`config.mk`:
```
export PLATFORM = sky130hd
export DESIGN_NAME = dctb_tokdiv
export DESIGN_NICKNAME = d
export VERILOG_FILES = /design/src/hdl/dctb_pkg.sv /design/src/hdl/dctb_tokdiv.sv
export SDC_FILE = /design/constraint.sdc
export NUM_CORES = 2
export LEC_CHECK = 0
export BUFFER_PORTS_ARGS = -buffer_cell sky130_fd_sc_hd__buf_2
export CORE_MARGIN = 8
export CORE_UTILIZATION = 40
export DETAILED_ROUTE_END_ITERATION = 7
export GPL_ROUTABILITY_DRIVEN = 0
export MAX_ROUTING_LAYER = met4
export PLACE_DENSITY = 0.57
export SYNTH_ARGS = -nofsm -noshare
export SYNTH_HDL_FRONTEND = slang
export SYNTH_SLANG_ARGS = --single-unit
export TNS_END_PERCENT = 1
```
`constraint.sdc`:
```
create_clock -name clock -period 15.87 [get_ports clock]
set_input_delay 3.174 -clock clock [delete_from_list [all_inputs] [get_ports clock]]
set_output_delay 3.174 -clock clock [all_outputs]
set_load 0.02 [all_outputs]
```
`src/hdl/dctb_pkg.sv`:
```
`default_nettype none

package dctb_pkg;

   localparam int TIME_W      = 63;
   localparam int NOW_FIELD_W = 63;
   localparam int QUOTA_W     = 16;
   localparam int LEVEL_W     = 52;
   localparam int EL_W        = 36;
   localparam int CMP_W       = (TIME_W > EL_W) ? TIME_W : EL_W;

   localparam logic [EL_W-1:0] TOKEN_UNITS = 36'd60000000000;
   localparam logic [EL_W-1:0] MAX_ELAPSED = 36'd60000000000;

   localparam logic [QUOTA_W-1:0] RESET_QUOTA = 16'd60;
   localparam logic [LEVEL_W-1:0] RESET_CAP   = LEVEL_W'(64'd60 * 64'd60000000000);

   // One token is DIV_D << DIV_SHIFT units, so the shift is taken first.
   localparam int              DIV_SHIFT = 11;
   localparam logic [24:0]     DIV_D     = 25'd29296875;
   localparam int              REM_W     = LEVEL_W - DIV_SHIFT;
   localparam int              QUOT_W    = QUOTA_W;

   // The top EST_W level bits times DIV_RECIP, shifted down by RECIP_SHIFT, give the
   // whole tokens or one less.
   localparam int               EST_SHIFT   = 20;
   localparam int               EST_W       = LEVEL_W - EST_SHIFT;
   localparam logic [EST_W-1:0] DIV_RECIP   = 32'd2459565876;
   localparam int               RECIP_SHIFT = 47;

   localparam int CSR_ADDR_W = 1;
   localparam int CSR_DATA_W = QUOTA_W;
   localparam int REQ_DATA_W = ((NOW_FIELD_W + 7) / 8) * 8;
   localparam int REQ_USER_W = 1;
   localparam int RSP_DATA_W = ((1 + 2 * QUOTA_W + 7) / 8) * 8;

   typedef enum logic [CSR_ADDR_W-1:0] {
      REG_NORMAL_QUOTA   = 1'b0,
      REG_RESERVED_QUOTA = 1'b1
   } csr_reg_type;

   typedef struct packed {
      logic               granted;
      logic [LEVEL_W-1:0] level_n;
      logic [LEVEL_W-1:0] level_r;
   } level_word_type;

   typedef struct packed {
      logic               grant;
      logic [LEVEL_W-1:0] level;
   } bucket_upd_type;

endpackage

`default_nettype wire

```
`src/hdl/dctb_tokdiv.sv`:
```
`default_nettype none

module dctb_tokdiv
   import dctb_pkg::*;
(
   input  logic              clock,
   input  logic              reset,
   input  logic              in_valid,
   output logic              in_ready,
   input  level_word_type    in_word,
   output logic              out_valid,
   input  logic              out_ready,
   output logic              out_granted,
   output logic [QUOT_W-1:0] out_normal_left,
   output logic [QUOT_W-1:0] out_reserved_left
);

   // The estimate is never too large and at most one short.
   function automatic logic [QUOT_W-1:0] quot_fix(
      input logic [REM_W-1:0]  num,
      input logic [QUOT_W-1:0] est
   );
      logic [REM_W-1:0] rem;
      rem = num - REM_W'(est) * REM_W'(DIV_D);
      return (rem >= REM_W'(DIV_D)) ? est + QUOT_W'(1) : est;
   endfunction

   logic                          s1_valid_ff, s1_valid_in, s2_valid_ff, s2_valid_in;
   logic                          s1_ready, s2_ready, s1_load, s2_load;
   logic                          s1_grant_ff, s2_grant_ff;
   logic [REM_W-1:0]              s1_num_n_ff, s1_num_r_ff;
   logic [QUOT_W-1:0]             s1_est_n_ff, s1_est_n_in, s1_est_r_ff, s1_est_r_in;
   logic [QUOT_W-1:0]             s2_quo_n_ff, s2_quo_n_in, s2_quo_r_ff, s2_quo_r_in;
   logic [RECIP_SHIFT+QUOT_W-1:0] prod_n, prod_r;

   assign s2_ready    = !s2_valid_ff || out_ready;
   assign s1_ready    = !s1_valid_ff || s2_ready;
   assign s1_load     = in_valid && s1_ready;
   assign s2_load     = s1_valid_ff && s2_ready;
   assign s1_valid_in = s1_ready ? in_valid : s1_valid_ff;
   assign s2_valid_in = s2_ready ? s1_valid_ff : s2_valid_ff;

   assign prod_n = (RECIP_SHIFT + QUOT_W)'(in_word.level_n[LEVEL_W-1:EST_SHIFT])
                 * (RECIP_SHIFT + QUOT_W)'(DIV_RECIP);
   assign prod_r = (RECIP_SHIFT + QUOT_W)'(in_word.level_r[LEVEL_W-1:EST_SHIFT])
                 * (RECIP_SHIFT + QUOT_W)'(DIV_RECIP);

   assign s1_est_n_in = prod_n[RECIP_SHIFT +: QUOT_W];
   assign s1_est_r_in = prod_r[RECIP_SHIFT +: QUOT_W];
   assign s2_quo_n_in = quot_fix(s1_num_n_ff, s1_est_n_ff);
   assign s2_quo_r_in = quot_fix(s1_num_r_ff, s1_est_r_ff);

   always_ff @(posedge clock) begin
      if (reset) begin
         s1_valid_ff <= 1'b0;
         s2_valid_ff <= 1'b0;
      end else begin
         s1_valid_ff <= s1_valid_in;
         s2_valid_ff <= s2_valid_in;
      end
   end

   always_ff @(posedge clock) begin
      if (s1_load) begin
         s1_grant_ff <= in_word.granted;
         s1_num_n_ff <= in_word.level_n[LEVEL_W-1:DIV_SHIFT];
         s1_num_r_ff <= in_word.level_r[LEVEL_W-1:DIV_SHIFT];
         s1_est_n_ff <= s1_est_n_in;
         s1_est_r_ff <= s1_est_r_in;
      end
      if (s2_load) begin
         s2_grant_ff <= s1_grant_ff;
         s2_quo_n_ff <= s2_quo_n_in;
         s2_quo_r_ff <= s2_quo_r_in;
      end
   end

   assign in_ready          = s1_ready;
   assign out_valid         = s2_valid_ff;
   assign out_granted       = s2_grant_ff;
   assign out_normal_left   = s2_quo_n_ff;
   assign out_reserved_left = s2_quo_r_ff;

   a_hold_stalled: assert property (@(posedge clock) disable iff (reset)
      out_valid && !out_ready |=> out_valid
         && $stable({out_granted, out_normal_left, out_reserved_left}))
      else $error("result word changed while stalled");

endmodule

`default_nettype wire

```
=== Word-level counts from Yosys, hierarchy flattened ===
Cells that the tools add are included.

* Register bits: 150
* Bits of input ports: 109
* Output and inout port bits: 35
* Word-level logic and storage cells: 28

* Add/sub/neg operators: 4
* Multiply operators: 4
* Order comparisons: 2
* Muxes and demuxes: 2
* Reduce and logical (&&, ||, !) cells: 6

{| class="wikitable"
|+ Operator list
! operator !! count
|-
| multiplier 32 x 30 -> 61 bit (second input constant) || 2
|-
| greater-or-equal comparator 41 x 25 -> 1 bit (second input constant) || 2
|-
| multiplier 16 x 25 -> 41 bit (second input constant) || 2
|-
| subtractor 41 bit || 2
|-
| adder 16 x 1 -> 16 bit (second input constant) || 2
|-
| 2-to-1 mux 16 bit || 2
|-
| logical AND 1 bit || 2
|-
| logical NOT 1 bit || 2
|-
| logical OR 1 bit || 2
|}

=== Depth between registers and ports, before layout ===
* Depth after elaboration: 4
* Gate-level depth with buffers: 29

=== Worst setup path before layout ===
OpenSTA, ideal clock, no wires.

* Path kind: input to register
* From: in in_word[32] in the netlist's numbering
* To: reg s1_est_r_ff[15], data pin
* Library setup time: 0.260 ns
* Arrival time: 9.751 ns
* Required time: 15.610 ns
* Path slack: 5.859 ns
* Cell stages on the path: 25
* Buffers on the path: 0
* Cells stage by stage: inv_1 fa_1 inv_1 fa_1 inv_1 fa_1 inv_1 fa_1 fa_1 fa_1 fa_1 fa_1 ha_1 a21o_1 a221o_1 a21oi_1 o21ai_0 a21oi_1 o31ai_1 a21oi_1 o2111ai_1 a31o_2 a21o_1 a21oi_1 xnor2_1

* Word-level cells in the longest chain between the ends: 1

{| class="wikitable"
|+ RTL lines
! element !! line !! text
|-
| start, declared || dctb_tokdiv.sv:10 || <nowiki>input level_word_type in_word,</nowiki>
|-
| multiplier 32 x 30 -> 61 bit || dctb_tokdiv.sv:46 || <nowiki>* (RECIP_SHIFT + QUOT_W)'(DIV_RECIP);</nowiki>
|-
| net prod_r[62] || dctb_tokdiv.sv:34 || <nowiki>logic [RECIP_SHIFT+QUOT_W-1:0] prod_n, prod_r;</nowiki>
|-
| end signal, assigned || dctb_tokdiv.sv:69 || <nowiki>s1_est_r_ff <= s1_est_r_in;</nowiki>
|-
| end, declared || dctb_tokdiv.sv:32 || <nowiki>logic [QUOT_W-1:0] s1_est_n_ff, s1_est_n_in, s1_est_r_ff, s1_est_r_in;</nowiki>
|}

The timed path passes the listed nets, and every way through them passes these cells.
A chain may end at the register's enable or synchronous reset.

=== Worst setup path after layout ===
Same ends and word-level chain as after synthesis.

==> results_tabular.tex <==
\begin{tabular}{lr}
\hline
Metric & Value \\
\hline
\multicolumn{2}{l}{\textbf{Run status}} \\
\quad Status & complete, no violations \\
\multicolumn{2}{l}{\textbf{Floorplan}} \\
\quad Starting density of the core & 0.401 \\
\quad Standard-cell rows & 137 \\
\quad Ports & 144 \\
\quad Core ar. & 139000 um\^{}2 \\
\quad Die H & 389 um \\
\quad Floorplan die area & 151000 um\^{}2 \\
\quad Die outline width & 389 um \\
\multicolumn{2}{l}{\textbf{Synth}} \\
\quad Syn Nets & 7747 \\
\quad Cells taking the most area after synthesis & fa\_1, ha\_1, inv\_1 \\
\quad Yosys warning total & 0 \\
\quad FF+latch count, synth & 150 \\
\quad Predominant post-synthesis flop cell & edfxtp\_1 \\
\quad Number of enable flip-flop cells after synthesis & 148 \\
\quad Fraction of registers with async set or reset after synthesis & 0 \\
\quad Share of the synthesized area in the top cell type & 0.413 \\
\quad Gate Count Post-Synth & 5342 \\
\quad Count of different cell masters after synthesis & 75 \\
\quad Top cell type by total area after synthesis & fa\_1 \\
\quad Cell area after synthesis & 55600 um\^{}2 \\
\quad Post-synthesis sequential area ratio & 0.0807 \\
\quad Mean Syn Cell Area & 10.4 um\^{}2 \\
\multicolumn{2}{l}{\textbf{Layout}} \\
\quad Number of nets in the layout & 7868 \\
\quad Most used cells in the layout excluding fill and tap cells & inv\_1, fa\_1, ha\_1 \\
\quad Layout cell share with drive strength beyond 1 & 0.0354 \\
\quad Area overhead of the layout relative to synthesis & 6.16\% \\
\quad End-of-flow core utilization & 0.426 \\
\quad Most frequent standard cell in the layout excluding fill and tap cells & inv\_1 \\
\multicolumn{2}{l}{\textbf{Global route}} \\
\quad Number of global-route vias before repair & 40.0k \\
\quad Antenna violations before repair & 11 \\
\quad Largest net degree at the start of global routing & 60 \\
\quad Sum of overflow across all layers after global routing & 0 \\
\quad Global-route wire length before repair & 227000 um \\
\quad GRT Overall Usage & 0.200 \\
\multicolumn{2}{l}{\textbf{Drt}} \\
\quad Post-detailed-route count of antenna-violating nets & 0 \\
\quad Average wire per standard cell & 19.5 um \\
\quad Detailed-route wire length & 142000 um \\
\quad Vias/cell & 4.89 \\
\quad Initial DRC Count & 1873 \\
\quad Via count & 35.6k \\
\quad Number of DRC violations after detailed routing & 0 \\
\quad TritonRoute pass-1 iters & 5 \\
\multicolumn{2}{l}{\textbf{Worst setup path}} \\
\quad Kind of critical path & primary input to flip-flop \\
\quad Critical path buffers and inverters & 5 \\
\quad Required time of the worst setup path & 16120 ps \\
\quad Worst reg2reg setup slack & 7080 ps \\
\quad Arrival time at the worst endpoint & 11200 ps \\
\quad Launching element of the worst setup path & in\_word[32] \\
\quad CP most frequent cell & fa\_1 \\
\quad Critical path's slowest cell & fa\_1 \\
\quad Type of origin of the critical path & primary input \\
\quad R2R cell count & 23 \\
\quad Critical path's largest stage delay & 660 ps \\
\quad Family with the most delay on the worst path & adder cells \\
\quad Critical-path maximum fanout & 9 \\
\quad Endpoint of the most critical register-to-register path & out\_reserved\_left[6]\$\_DFFE\_PP\_ \\
\quad Reg-to-reg startpoint & s1\_est\_r\_ff[9]\$\_DFFE\_PP\_ \\
\quad Setup crit end kind & flip-flop \\
\multicolumn{2}{l}{\textbf{Hold path}} \\
\quad Path type of the worst min-delay path & flip-flop to flip-flop \\
\quad Hold path depth & 0 \\
\quad Destination of the worst hold path & out\_granted\$\_DFFE\_PP\_ \\
\quad Start point of the worst min-delay path & s1\_grant\_ff\$\_DFFE\_PP\_ \\
\multicolumn{2}{l}{\textbf{CTS}} \\
\quad Post-cts gate resize count & 0 \\
\quad Clock tree root driver cell & clkbuf\_16 \\
\quad Post-CTS Setup Inserts & 0 \\
\quad Clock network latency to the later pin of the worst-skew pair & 500 ps \\
\quad Number of sinks handled by clock tree synthesis & 150 \\
\quad Reg clk slew, reported paths & 70 ps \\
\quad Count of H-tree levels built during CTS & 4 \\
\quad Maximum number of buffers from clock root to sink & 2 \\
\quad CTS tree & done \\
\quad Hold Buf Count CTS & 0 \\
\quad Inserted Clock Buffers & 17 \\
\multicolumn{2}{l}{\textbf{STA}} \\
\quad Worst slew margin relative to its limit & 0.294 \\
\quad Final hold violations & 0 \\
\quad Number of setup violations in the final report & 0 \\
\quad Max Fclk & 91.3 MHz \\
\quad Transition time at the pin with the least slew margin & 1050 ps \\
\quad Count of final max-slew check failures & 0 \\
\quad Final total negative setup slack & 0 ps \\
\quad Period minus WS final & 10950 ps \\
\quad Setup repair after global routing missed its margin & no \\
\quad Clock Skews & 15.0 ps \\
\quad Fin crit share & 0.690 \\
\multicolumn{2}{l}{\textbf{Place}} \\
\quad Half-perimeter wire length after placement & 125000 um \\
\quad Count of input and output buffers & 121 \\
\multicolumn{2}{l}{\textbf{Flow run}} \\
\quad Count of max-cap constraint violations & 0 \\
\hline
\end{tabular}
Yosys cell counts (7+ instances only):
| master | instances |
|---|---|
| o31ai_1 | 12 |
| nand2b_1 | 7 |
| inv_1 | 1793 |
| clkbuf_1 | 23 |
| nor2_1 | 69 |
| fa_1 | 1148 |
| a211oi_1 | 18 |
| o21ai_0 | 72 |
| ha_1 | 1148 |
| xor2_1 | 45 |
| a211o_1 | 12 |
| edfxtp_1 | 148 |
| or2_2 | 7 |
| nand4_1 | 41 |
| nand2_1 | 100 |
| nand3_1 | 39 |
| and2_1 | 11 |
| nor3_1 | 28 |
| o21a_1 | 23 |
| and3_1 | 20 |
| o211ai_1 | 17 |
| a31o_2 | 7 |
| a21o_1 | 106 |
| a21oi_1 | 157 |
| nor2b_1 | 19 |
| nor4_1 | 8 |
| and4_1 | 11 |
| a31oi_1 | 21 |
| o21bai_1 | 21 |
| xnor2_1 | 100 |
| a2111oi_0 | 9 |
worst max path at each step:
| stage | to | slack (ps) | cells after the start |
|---|---|---|---|
| 2_1_floorplan | s1_est_r_ff[15]$_DFFE_PP_ | 5860 | 25 |
| 3_3_place_gp | s1_est_r_ff[15]$_DFFE_PP_ | 4450 | 26 |
| 3_5_place_dp | s1_est_r_ff[15]$_DFFE_PP_ | 4380 | 26 |
| 4_1_cts | s1_est_r_ff[15]$_DFFE_PP_ | 4890 | 26 |
| 5_1_grt | s1_est_n_ff[15]$_DFFE_PP_ | 4480 | 26 |
| 6_report | s1_est_r_ff[15]$_DFFE_PP_ | 4920 | 26 |
cell type report:
type	instances	area (um^2)
Antenna cell	8	20.0
Clock buffer	17	425
Clock inverter	15	151
Fill cell	13300	79700
Inverter	1793	6730
Multi-Input combinational cell	3372	44300
Sequential cell	150	4480
Tap cell	1807	2260
Timing Repair Buffer	129	666
worst reg2reg max path, delay by kind of cell (launching register included):
kind	cells	cell delay, ps
xor gates and xnor gates	2	600
DFF	1	720
adders and majority gates	7	3540
and+or+nand+nor	4	1790
buffers and inverters	4	460
AOI/OAI and AO/OA	6	1430
state kept, by name, summed over array words and instances, names as in the netlist:
| register | count |
|---|---|
| out_valid | 1 |
| out_granted | 1 |
| s1_grant_ff | 1 |
| s1_num_r_ff | 41 |
| s1_est_r_ff | 16 |
| out_normal_left | 16 |
| out_reserved_left | 16 |
| s1_valid_ff | 1 |
| s1_num_n_ff | 41 |
| s1_est_n_ff | 16 |
metrics by stage:
| stage | cells | cell area [um^2] | setup WS [ps] | hold WS (ps) |
|---|---|---|---|---|
| floorplan | 5342 | 55600 | 5860 | 400 |
| global placement | 7251 | 58400 | 4450 | 409 |
| detailed placement | 7251 | 58400 | 4380 | 418 |
| CTS | 7283 | 59000 | 4890 | 443 |
| global route | 7291 | 59000 | 4480 | 451 |
| finish | 7291 | 59000 | 4920 | 440 |
per-layer routing:
| metal | up-vias | part of all wire | global-route usage | wire (um) |
|---|---|---|---|---|
| li1 | 16800 | - | - | - |
| met1 | 17800 | 0.45 | 0.265 | 64200 |
| met2 | 780 | 0.47 | 0.321 | 66200 |
| met3 | 193 | 0.051 | 0.0326 | 7180 |
| met4 | 0 | 0.030 | 0.0562 | 4240 |
| met5 | - | 0 | - | 0 |
kinds of logic (layout without fill, tap and decap cells):
| group | after synthesis | in the layout | synth area share |
|---|---|---|---|
| xor gates and xnor gates | 145 | 145 | 0.0228 |
| buffers and inverters | 1820 | 1954 | 0.123 |
| DFF | 150 | 150 | 0.0807 |
| AOI/OAI and AO/OA | 545 | 545 | 0.0656 |
| and+or+nand+nor | 380 | 380 | 0.0349 |
| adders and majority gates | 2296 | 2296 | 0.672 |
| other | 0 | 8 | 0 |
| muxes | 6 | 6 | 0.00115 |
Power is not shown: default switching activity piles up to over one toggle a cycle in this logic, so the estimate is an artifact.
