`config.mk`:
```
export PLATFORM = sky130hd
export DESIGN_NAME = dctb_front
export DESIGN_NICKNAME = d
export VERILOG_FILES = /design/src/hdl/dctb_pkg.sv /design/src/hdl/dctb_front.sv
export SDC_FILE = /design/constraint.sdc
export NUM_CORES = 2
export LEC_CHECK = 0
export ABC_AREA = 1
export BUFFER_PORTS_ARGS = -buffer_cell sky130_fd_sc_hd__buf_2
export CORE_ASPECT_RATIO = 1.75
export CORE_MARGIN = 3
export CORE_UTILIZATION = 36
export DETAILED_ROUTE_END_ITERATION = 10
export HOLD_SLACK_MARGIN = 0.05
export PLACE_DENSITY = 0.57
export SLEW_MARGIN = 0
export SYNTH_ARGS = -nofsm -noshare
export SYNTH_HDL_FRONTEND = slang
export SYNTH_SLANG_ARGS = --single-unit
```
`constraint.sdc`:
```
create_clock -name clock -period 5.6 [get_ports clock]
set_input_delay 0.28 -clock clock [delete_from_list [all_inputs] [get_ports clock]]
set_output_delay 0.28 -clock clock [all_outputs]
set_load 0.02 [all_outputs]
```
`src/hdl/dctb_pkg.sv`:
```
`default_nettype none

package dctb_pkg;

   localparam int TIME_W      = 63;
   localparam int NOW_FIELD_W = 63;
   localparam int QUOTA_W     = 16;
   localparam int LEVEL_W     = 52;
   localparam int EL_W        = 36;
   localparam int CMP_W       = (TIME_W > EL_W) ? TIME_W : EL_W;

   localparam logic [EL_W-1:0] TOKEN_UNITS = 36'd60000000000;
   localparam logic [EL_W-1:0] MAX_ELAPSED = 36'd60000000000;

   localparam logic [QUOTA_W-1:0] RESET_QUOTA = 16'd60;
   localparam logic [LEVEL_W-1:0] RESET_CAP   = LEVEL_W'(64'd60 * 64'd60000000000);

   // One token is DIV_D << DIV_SHIFT units, so the shift is taken first.
   localparam int              DIV_SHIFT = 11;
   localparam logic [24:0]     DIV_D     = 25'd29296875;
   localparam int              REM_W     = LEVEL_W - DIV_SHIFT;
   localparam int              QUOT_W    = QUOTA_W;

   // The top EST_W level bits times DIV_RECIP, shifted down by RECIP_SHIFT, give the
   // whole tokens or one less.
   localparam int               EST_SHIFT   = 20;
   localparam int               EST_W       = LEVEL_W - EST_SHIFT;
   localparam logic [EST_W-1:0] DIV_RECIP   = 32'd2459565876;
   localparam int               RECIP_SHIFT = 47;

   localparam int CSR_ADDR_W = 1;
   localparam int CSR_DATA_W = QUOTA_W;
   localparam int REQ_DATA_W = ((NOW_FIELD_W + 7) / 8) * 8;
   localparam int REQ_USER_W = 1;
   localparam int RSP_DATA_W = ((1 + 2 * QUOTA_W + 7) / 8) * 8;

   typedef enum logic [CSR_ADDR_W-1:0] {
      REG_NORMAL_QUOTA   = 1'b0,
      REG_RESERVED_QUOTA = 1'b1
   } csr_reg_type;

   typedef struct packed {
      logic               granted;
      logic [LEVEL_W-1:0] level_n;
      logic [LEVEL_W-1:0] level_r;
   } level_word_type;

   typedef struct packed {
      logic               grant;
      logic [LEVEL_W-1:0] level;
   } bucket_upd_type;

endpackage

`default_nettype wire

```
`src/hdl/dctb_front.sv`:
```
`default_nettype none

module dctb_front
   import dctb_pkg::*;
(
   input  logic                  clock,
   input  logic                  reset,
   input  logic                  req_valid,
   output logic                  req_ready,
   input  logic [TIME_W-1:0]     req_now,
   input  logic                  req_cls,
   input  logic                  csr_we,
   input  logic [CSR_ADDR_W-1:0] csr_addr,
   input  logic [CSR_DATA_W-1:0] csr_wdata,
   output logic                  out_valid,
   input  logic                  out_ready,
   output level_word_type        out_word
);

   function automatic bucket_upd_type bucket_step(
      input logic [LEVEL_W-1:0] level,
      input logic [LEVEL_W-1:0] inc,
      input logic [LEVEL_W-1:0] cap,
      input logic               take
   );
      logic [LEVEL_W:0]   sum;
      logic [LEVEL_W+1:0] sum_m;
      logic [LEVEL_W:0]   cap_m;
      logic               full;
      logic               ok;
      bucket_upd_type     r;
      sum   = {1'b0, level} + {1'b0, inc};
      sum_m = {2'b00, level} + {2'b00, inc} - (LEVEL_W + 2)'(TOKEN_UNITS);
      cap_m = {1'b0, cap} - (LEVEL_W + 1)'(TOKEN_UNITS);
      full  = (sum >= {1'b0, cap});
      if (full) begin
         ok = !cap_m[LEVEL_W];
      end else begin
         ok = !sum_m[LEVEL_W+1];
      end
      r.grant = take && ok;
      if (full) begin
         r.level = r.grant ? cap_m[LEVEL_W-1:0] : cap;
      end else begin
         r.level = r.grant ? sum_m[LEVEL_W-1:0] : sum[LEVEL_W-1:0];
      end
      return r;
   endfunction

   logic a_valid_ff, a_valid_in, b_valid_ff, b_valid_in;
   logic c_valid_ff, c_valid_in, d_valid_ff, d_valid_in;
   logic a_ready, b_ready, c_ready, d_ready;
   logic a_load, b_load, c_load, d_load;

   logic [TIME_W-1:0]         a_now_ff;
   logic                      a_cls_ff;
   logic [EL_W-1:0]           b_elapsed_ff, b_elapsed_in;
   logic                      b_cls_ff;
   logic [LEVEL_W-1:0]        c_inc_n_ff, c_inc_r_ff;
   logic                      c_cls_ff;
   level_word_type            d_word_ff, d_word_in;

   logic [TIME_W-1:0]         last_ff, last_in;
   logic [QUOTA_W-1:0]        quota_n_ff, quota_n_in, quota_r_ff, quota_r_in;
   logic [LEVEL_W-1:0]        cap_n_ff, cap_n_in, cap_r_ff, cap_r_in;
   logic [LEVEL_W-1:0]        level_n_ff, level_n_in, level_r_ff, level_r_in;

   logic                      advanced;
   logic [CMP_W-1:0]          diff_ext;
   logic [EL_W+QUOTA_W-1:0]   prod_n, prod_r;
   logic [LEVEL_W-1:0]        wr_cap;
   bucket_upd_type            upd_n, upd_r;

   assign d_ready = !d_valid_ff || out_ready;
   assign c_ready = !c_valid_ff || d_ready;
   assign b_ready = !b_valid_ff || c_ready;
   assign a_ready = !a_valid_ff || b_ready;

   assign a_load = req_valid && a_ready;
   assign b_load = a_valid_ff && b_ready;
   assign c_load = b_valid_ff && c_ready;
   assign d_load = c_valid_ff && d_ready;

   assign a_valid_in = a_ready ? req_valid  : a_valid_ff;
   assign b_valid_in = b_ready ? a_valid_ff : b_valid_ff;
   assign c_valid_in = c_ready ? b_valid_ff : c_valid_ff;
   assign d_valid_in = d_ready ? c_valid_ff : d_valid_ff;

   assign req_ready = a_ready;
   assign out_valid = d_valid_ff;
   assign out_word  = d_word_ff;

   always_comb begin
      advanced = (a_now_ff > last_ff);
      diff_ext = CMP_W'(a_now_ff - last_ff);
      if (!advanced) begin
         b_elapsed_in = '0;
      end else if (diff_ext > CMP_W'(MAX_ELAPSED)) begin
         b_elapsed_in = MAX_ELAPSED;
      end else begin
         b_elapsed_in = EL_W'(diff_ext);
      end
      last_in = (b_load && advanced) ? a_now_ff : last_ff;
   end

   assign prod_n = (EL_W + QUOTA_W)'(b_elapsed_ff) * (EL_W + QUOTA_W)'(quota_n_ff);
   assign prod_r = (EL_W + QUOTA_W)'(b_elapsed_ff) * (EL_W + QUOTA_W)'(quota_r_ff);
   assign wr_cap = LEVEL_W'(csr_wdata) * LEVEL_W'(TOKEN_UNITS);

   always_comb begin
      upd_n = bucket_step(level_n_ff, c_inc_n_ff, cap_n_ff, !c_cls_ff);
      upd_r = bucket_step(level_r_ff, c_inc_r_ff, cap_r_ff, c_cls_ff);
      d_word_in.granted = upd_n.grant || upd_r.grant;
      d_word_in.level_n = upd_n.level;
      d_word_in.level_r = upd_r.level;

      quota_n_in = quota_n_ff;
      quota_r_in = quota_r_ff;
      cap_n_in   = cap_n_ff;
      cap_r_in   = cap_r_ff;
      level_n_in = d_load ? upd_n.level : level_n_ff;
      level_r_in = d_load ? upd_r.level : level_r_ff;
      if (csr_we) begin
         case (csr_reg_type'(csr_addr))
            REG_NORMAL_QUOTA: begin
               quota_n_in = csr_wdata;
               cap_n_in   = wr_cap;
               level_n_in = wr_cap;
            end
            REG_RESERVED_QUOTA: begin
               quota_r_in = csr_wdata;
               cap_r_in   = wr_cap;
               level_r_in = wr_cap;
            end
            default: begin
            end
         endcase
      end
   end

   always_ff @(posedge clock) begin
      if (reset) begin
         a_valid_ff <= 1'b0;
         b_valid_ff <= 1'b0;
         c_valid_ff <= 1'b0;
         d_valid_ff <= 1'b0;
         last_ff    <= '0;
         quota_n_ff <= RESET_QUOTA;
         quota_r_ff <= RESET_QUOTA;
         cap_n_ff   <= RESET_CAP;
         cap_r_ff   <= RESET_CAP;
         level_n_ff <= RESET_CAP;
         level_r_ff <= RESET_CAP;
      end else begin
         a_valid_ff <= a_valid_in;
         b_valid_ff <= b_valid_in;
         c_valid_ff <= c_valid_in;
         d_valid_ff <= d_valid_in;
         last_ff    <= last_in;
         quota_n_ff <= quota_n_in;
         quota_r_ff <= quota_r_in;
         cap_n_ff   <= cap_n_in;
         cap_r_ff   <= cap_r_in;
         level_n_ff <= level_n_in;
         level_r_ff <= level_r_in;
      end
   end

   always_ff @(posedge clock) begin
      if (a_load) begin
         a_now_ff <= req_now;
         a_cls_ff <= req_cls;
      end
      if (b_load) begin
         b_elapsed_ff <= b_elapsed_in;
         b_cls_ff     <= a_cls_ff;
      end
      if (c_load) begin
         c_inc_n_ff <= LEVEL_W'(prod_n);
         c_inc_r_ff <= LEVEL_W'(prod_r);
         c_cls_ff   <= b_cls_ff;
      end
      if (d_load) begin
         d_word_ff <= d_word_in;
      end
   end

   // A bucket never holds more than its capacity.
   a_level_n_cap: assert property (@(posedge clock) disable iff (reset)
      level_n_ff <= cap_n_ff)
      else $error("normal bucket level above capacity");

   a_level_r_cap: assert property (@(posedge clock) disable iff (reset)
      level_r_ff <= cap_r_ff)
      else $error("reserved bucket level above capacity");

   a_last_monotonic: assert property (@(posedge clock) disable iff (reset)
      !reset |=> last_ff >= $past(last_ff))
      else $error("last refill time moved backward");

endmodule

`default_nettype wire

```
======== Word level (Yosys, flattened, before mapping) ========
Cells that the tools add are included.
word-level totals
  register bits after elaboration ......... 596
  logic and storage cells ................. 79
  output and inout bits ................... 107
  input port bits ......................... 86
operators by class
  order comparisons ....................... 4
  mux-type cells .......................... 15
  bitwise gates (word level) .............. 2
  add/sub/neg operators ................... 9
  reduce and logical (&&, ||, !) cells .... 24
  $mul .................................... 3
operators by type and width
  operator                                                          count
  two-way mux 52 bit                                                12
  adder 52 x 52 -> 53 bit                                           4
  subtractor 53 x 36 -> 54 bit (second input constant)              2
  >= comparator 53 x 52 -> 1 bit                                    2
  subtractor 52 x 36 -> 53 bit (second input constant)              2
  multiplier 36 x 16 -> 52 bit                                      2
  greater-than comparator 63 x 36 -> 1 bit (second input constant)  1
  greater-than comparator 63 bit                                    1
  subtractor 63 bit                                                 1
  multiplier 16 x 25 -> 41 bit (second input constant)              1
  two-way mux 36 bit                                                1
  zero test 1 bit                                                   9
  logical AND 1 bit                                                 7
  logical OR 1 bit                                                  5
  AND reduction 2 bit                                               2
  two-way mux 1 bit                                                 2
  NOT 1 bit                                                         2
  OR reduction 2 bit                                                1

======== Longest topological paths before layout ========
  depth after elaboration ................. 10
  depth in mapped cells ................... 39

======== Worst setup path before layout ========
Ideal clock, no wire load.
  path type ............................... register to register
  start point ............................. reg quota_r_ff[1]
  end point ............................... reg c_inc_r_ff[25] (data pin)
  path slack .............................. -0.461 ns
  library setup time ...................... 0.265 ns
  stages on the path, launching flop included .. 22
  arrival time ............................ 5.796 ns
  data required time ...................... 5.335 ns
  cell sequence ........................... dfxtp_1 -> clkbuf_1 -> buf_1 -> nand2_1 -> fa_1 -> fa_1 -> fa_1 -> inv_1 -> fa_1 -> fa_1 -> inv_1 -> fa_1 -> inv_1 -> ha_1 -> a21oi_1 -> a21boi_0 -> o21ai_1 -> a21boi_0 -> o21ai_1 -> a21oi_1 -> o21ai_0 -> xor2_1
between the ends
  word-level cells in the longest chain between the ends .. 1
ends and longest elaborated chain
  element                       RTL line           text
  start, declared               dctb_front.sv:64   logic [QUOTA_W-1:0] quota_n_ff, quota_n_in, quota_r_ff, quota_r_in;
  start signal, assigned        dctb_front.sv:161  quota_r_ff <= quota_r_in;
  multiplier 36 x 16 -> 52 bit  dctb_front.sv:107  assign prod_r = (EL_W + QUOTA_W)'(b_elapsed_ff) * (EL_W + QUOTA_W)'(quota_r_ff);
  named net prod_r[25]          dctb_front.sv:70   logic [EL_W+QUOTA_W-1:0] prod_n, prod_r;
  end signal, assigned          dctb_front.sv:180  c_inc_r_ff <= LEVEL_W'(prod_r);
  end, declared                 dctb_front.sv:59   logic [LEVEL_W-1:0] c_inc_n_ff, c_inc_r_ff;
The timed path passes the listed nets, and every way through them passes these cells.
A chain may end at the register's enable or synchronous reset.

======== Worst setup path in the final report ========
  start point ............................. reg quota_n_ff[1]
  end point ............................... reg c_inc_n_ff[49] (data pin)
between the ends
  word-level cells in the longest chain between the ends .. 1
ends and longest elaborated chain
  element                       RTL line           text
  start, declared               dctb_front.sv:64
  start signal, assigned        dctb_front.sv:160  quota_n_ff <= quota_n_in;
  multiplier 36 x 16 -> 52 bit  dctb_front.sv:106  assign prod_n = (EL_W + QUOTA_W)'(b_elapsed_ff) * (EL_W + QUOTA_W)'(quota_n_ff);
  named net prod_n[49]          dctb_front.sv:70
  end signal, assigned          dctb_front.sv:179  c_inc_n_ff <= LEVEL_W'(prod_n);
  end, declared                 dctb_front.sv:59
The timed path passes the listed nets, and every way through them passes these cells.

==> results by group <==
Status
  • Status: finished with violations
  • Failing checks: setup timing

Setup path
  • Startpoint Class: register
  • CP max FO: 7
  • CP endpoint kind: register
  • Worst r2r path cells: 24
  • Worst Setup Path Type: register to register
  • R2R setup slack: -570 ps
  • Req. time, crit path: 6050 ps
  • Worst r2r src: quota_n_ff[1]
  • Worst EP arrival: 6630 ps
  • Reg2reg end: c_inc_n_ff[49]

Synth
  • Avg Inst Size Synth: 7.21 µm²
  • Mapped cell area: 0.0940 mm²
  • Netlist cell types: 56
  • Register bit total from synthesis: 594
  • Synth top area cells: fa_1 24%, nand2_1 13%, inv_1 12%
  • Post-synth top area share: 0.243
  • Post-Synthesis Cells: 13000
  • Post-synth EDFFs: 311
  • Seq/Total Area, Yosys: 0.160
  • Async SR Flop Fraction: 0
  • Area leader, netlist: fa_1
  • Mapped Nets: 15100
  • Top_reg_cell synth: edfxtp_1
  • Yosys warnings: 0

Pwr
  • Total Power: 0.0765 W
  • Register share of total power: 0.092
  • Worst VDD drop: 0.623 mV
  • Internal power: 0.0360 W
  • Leakage: 62.5 nW
  • Switch Pwr: 0.0405 W
  • Comb power frac: 0.840
  • Clk pwr share: 0.068
  • Switching Fraction: 0.529
  • PwrDens: 629 mW/mm²

Timing
  • TNS Setup: -19110 ps
  • RSZ-0062 raised after global routing: yes
  • Final setup fails: 69
  • Hold Fails Final Rpt: 0
  • Max Fclk: 162 MHz
  • Period utilization: 1.10
  • Fin. max-slew vios: 0
  • Crit path time final: 6170 ps
  • Worst slew pin tran: 1140 ps
  • Worst setup skew after layout: 44.0 ps
  • Slew HR: 0.242
  • Final setup margin: -575 ps

Hold path
  • Min-Delay Startpoint: csr_wdata[11]
  • HP Class: input pin to register
  • Hold Path Cell Cnt: 4
  • Worst Hold Path EP: quota_r_ff[11]

GRT
  • First-pass GRT wire length: 573000 µm
  • Global-route usage over all layers: 0.287
  • Largest net degree at the start of global routing: 84
  • Vias in the first global route: 95400
  • Total grt overflow: 0
  • Initial antenna violation count: 14

Routing
  • Via density: 5.06
  • First-pass DRT Iterations: 8
  • DR iter-0 viols: 5467
  • # DRC: 0
  • Vias: 91700
  • Post-Route WL: 393000 µm
  • WL/cell: 21.7 µm
  • Post-route ant nets: 0

Placement
  • HPWL Detailed: 322000 µm
  • Placed cell areas: 0.110 mm²
  • Gpl congestion: 1.05
  • Port Buffer Count: 192

Floorplan
  • Rows: 247
  • Die width: 392 µm
  • I/O pins: 193
  • Die footprint: 0.267 mm²
  • Die span in y: 682 µm
  • CORE AREA: 0.259 mm²
  • Initial Util: 0.362

Clocking
  • Reg clk slew, reported paths: 80 ps
  • Max Buffers Root-to-Sink: 3
  • Clock latency on the worst-skew pair: 750 ps
  • CTS buffer count: 71
  • Root buf cell: clkbuf_16
  • CTS tree: yes
  • H-tree lvl count: 3
  • Total clock sinks: 594

Layout
  • Multi-input logic area: 0.0709 mm²
  • Total area of sequential cells: 0.0150 mm²
  • # fillers: 26100
  • Share of cells above drive strength 1: 0.209
  • Area Overhead vs Synth: 29.4%
  • Nets: 16700
  • Finished layout cell area: 0.122 mm²

Flow run
  • Max Cap Viol: 0
==> flip-flops by register name, summed over array words and instances (netlist names) <==
| name | count |
|---|---|
| b_cls_ff | 1 |
| out_valid | 1 |
| b_elapsed_ff | 36 |
| c_inc_r_ff | 52 |
| level_n_ff | 52 |
| quota_n_ff | 16 |
| a_now_ff | 63 |
| level_r_ff | 52 |
| out_word | 105 |
| c_valid_ff | 1 |
| c_inc_n_ff | 52 |
| cap_r_ff | 40 |
| quota_r_ff | 16 |
| c_cls_ff | 1 |
| a_cls_ff | 1 |
| b_valid_ff | 1 |
| a_valid_ff | 1 |
| last_ff | 63 |
| cap_n_ff | 40 |
==> synthesized netlist by cell type, types with 6 or more instances <==
| cell | count |
|---|---|
| nand3b_1 | 26 |
| inv_1 | 3041 |
| a211oi_1 | 6 |
| a21oi_1 | 726 |
| buf_1 | 76 |
| nor2_1 | 849 |
| nand4_1 | 259 |
| buf_6 | 7 |
| ha_1 | 823 |
| fa_1 | 1140 |
| dfxtp_1 | 283 |
| buf_2 | 42 |
| o21ai_0 | 507 |
| o31ai_1 | 8 |
| nor2_4 | 20 |
| clkbuf_1 | 278 |
| nand2_1 | 3288 |
| nor3_1 | 82 |
| o221ai_1 | 15 |
| a21o_1 | 40 |
| o21ai_1 | 15 |
| a31oi_1 | 54 |
| or2_2 | 15 |
| xor2_1 | 270 |
| and3_1 | 14 |
| xnor2_1 | 96 |
| buf_4 | 8 |
| nand3_1 | 502 |
| o21a_1 | 39 |
| o21bai_1 | 59 |
| nand2_2 | 20 |
| o211ai_1 | 18 |
| edfxtp_1 | 311 |
| a21boi_0 | 28 |
| nor4_1 | 28 |
==> placed cells by master (no fill, tap or decap), types with 253 or more instances in the layout <==
cell type,Yosys,final
dfxtp_1,283,275
xor2_1,270,253
inv_1,3041,2927
nand4_1,259,259
fa_1,1140,1084
ha_1,823,716
nand2_1,3288,2994
buf_4,8,1428
o21ai_0,507,459
edfxtp_1,311,311
a21oi_1,726,631
nand3_1,502,414
nor2_1,849,774
==> worst max path at each step <==
| stage | start | end | slack [ps] | cells after the start |
|---|---|---|---|---|
| 3_5_place_dp | csr_wdata[4] | cap_n_ff[51] | -780 | 29 |
| 5_1_grt | quota_n_ff[1] | c_inc_n_ff[49] | -790 | 24 |
| 4_1_cts | b_elapsed_ff[6] | c_inc_n_ff[49] | -470 | 24 |
| 3_3_place_gp | csr_wdata[4] | cap_n_ff[51] | -780 | 29 |
| 6_report | quota_n_ff[1] | c_inc_n_ff[49] | -570 | 24 |
| 2_1_floorplan | quota_r_ff[2] | c_inc_r_ff[48] | 0.8 | 21 |
==> final cells by class <==
cell class	instances	share of cell area
multi-input combinational	8984	0.583
timing repair buffer	1989	0.144
sequential	594	0.124
inverter	3047	0.0943
tap	3361	0.0346
clock buffer	80	0.0156
clock inverter	52	0.00472
antenna	3	0.0000617
==> cells by family after synthesis <==
| family | Yosys count | share of synthesized area |
|---|---|---|
| AOI/OAI and AO/OA | 1530 | 0.0888 |
| xor gates and xnor gates | 367 | 0.0343 |
| adders and majority gates | 1963 | 0.352 |
| buffers and inverters | 3460 | 0.140 |
| DFF | 594 | 0.160 |
| and+or+nand+nor | 5124 | 0.225 |
==> routing by layer <==
metal / track usage / routed length (µm)
met5: 0 / 34
met4: 0.245 / 42700
met3: 0.0329 / 18100
met2: 0.529 / 200000
met1: 0.285 / 132000
==> per-stage QoR <==
| step | util | setup WS [ps] | cells | hold slack (ps) |
|---|---|---|---|---|
| 6_report | 0.469 | -575 | 18100 | 146 |
| 3_5_place_dp | 0.425 | -778 | 17600 | 451 |
| 5_1_grt | 0.469 | -794 | 18100 | 149 |
| 3_3_place_gp | 0.425 | -781 | 17600 | 443 |
| 4_1_cts | 0.452 | -468 | 18000 | 88.3 |
| 2_1_floorplan | - | 0.846 | 13000 | 379 |
==> power by group through the flow <==
stage	sequential [W]	combinational, W	clock (W)
5_1_grt	0.00708	0.0695	0.00547
3_3_place_gp	0.00707	0.0553	0
4_1_cts	0.00697	0.0599	0.00534
6_report	0.00703	0.0642	0.00522
2_1_floorplan	0.00667	0.0290	0
3_5_place_dp	0.00706	0.0553	0
==> timing repair <==
action                                  4_1_cts  5_1_grt
buffers inserted                            126      126
hold buffers                                 66        0
hold endpoints to repair                     89        0
resized for setup                           629      779
cloned                                       19       12
endpoints found under the setup margin      273      296
pin swaps                                   179      349
==> critical path: stages (launching register included) <==
cell	delay (ps)
dfxtp_4	430
clkbuf_16	200
nand2_1	90
fa_1	550
inv_1	60
fa_1	530
inv_1	60
fa_2	520
inv_1	60
fa_2	500
fa_1	490
inv_1	50
fa_1	540
inv_2	60
ha_4	300
nand2_2	110
o21ai_1	240
nand2_1	100
a21oi_1	190
nor2_1	100
nand3_2	110
nand2_1	60
o211ai_1	160
a31oi_1	180
xor2_1	190
No activity file was read; power rests on OpenSTA's default activity.
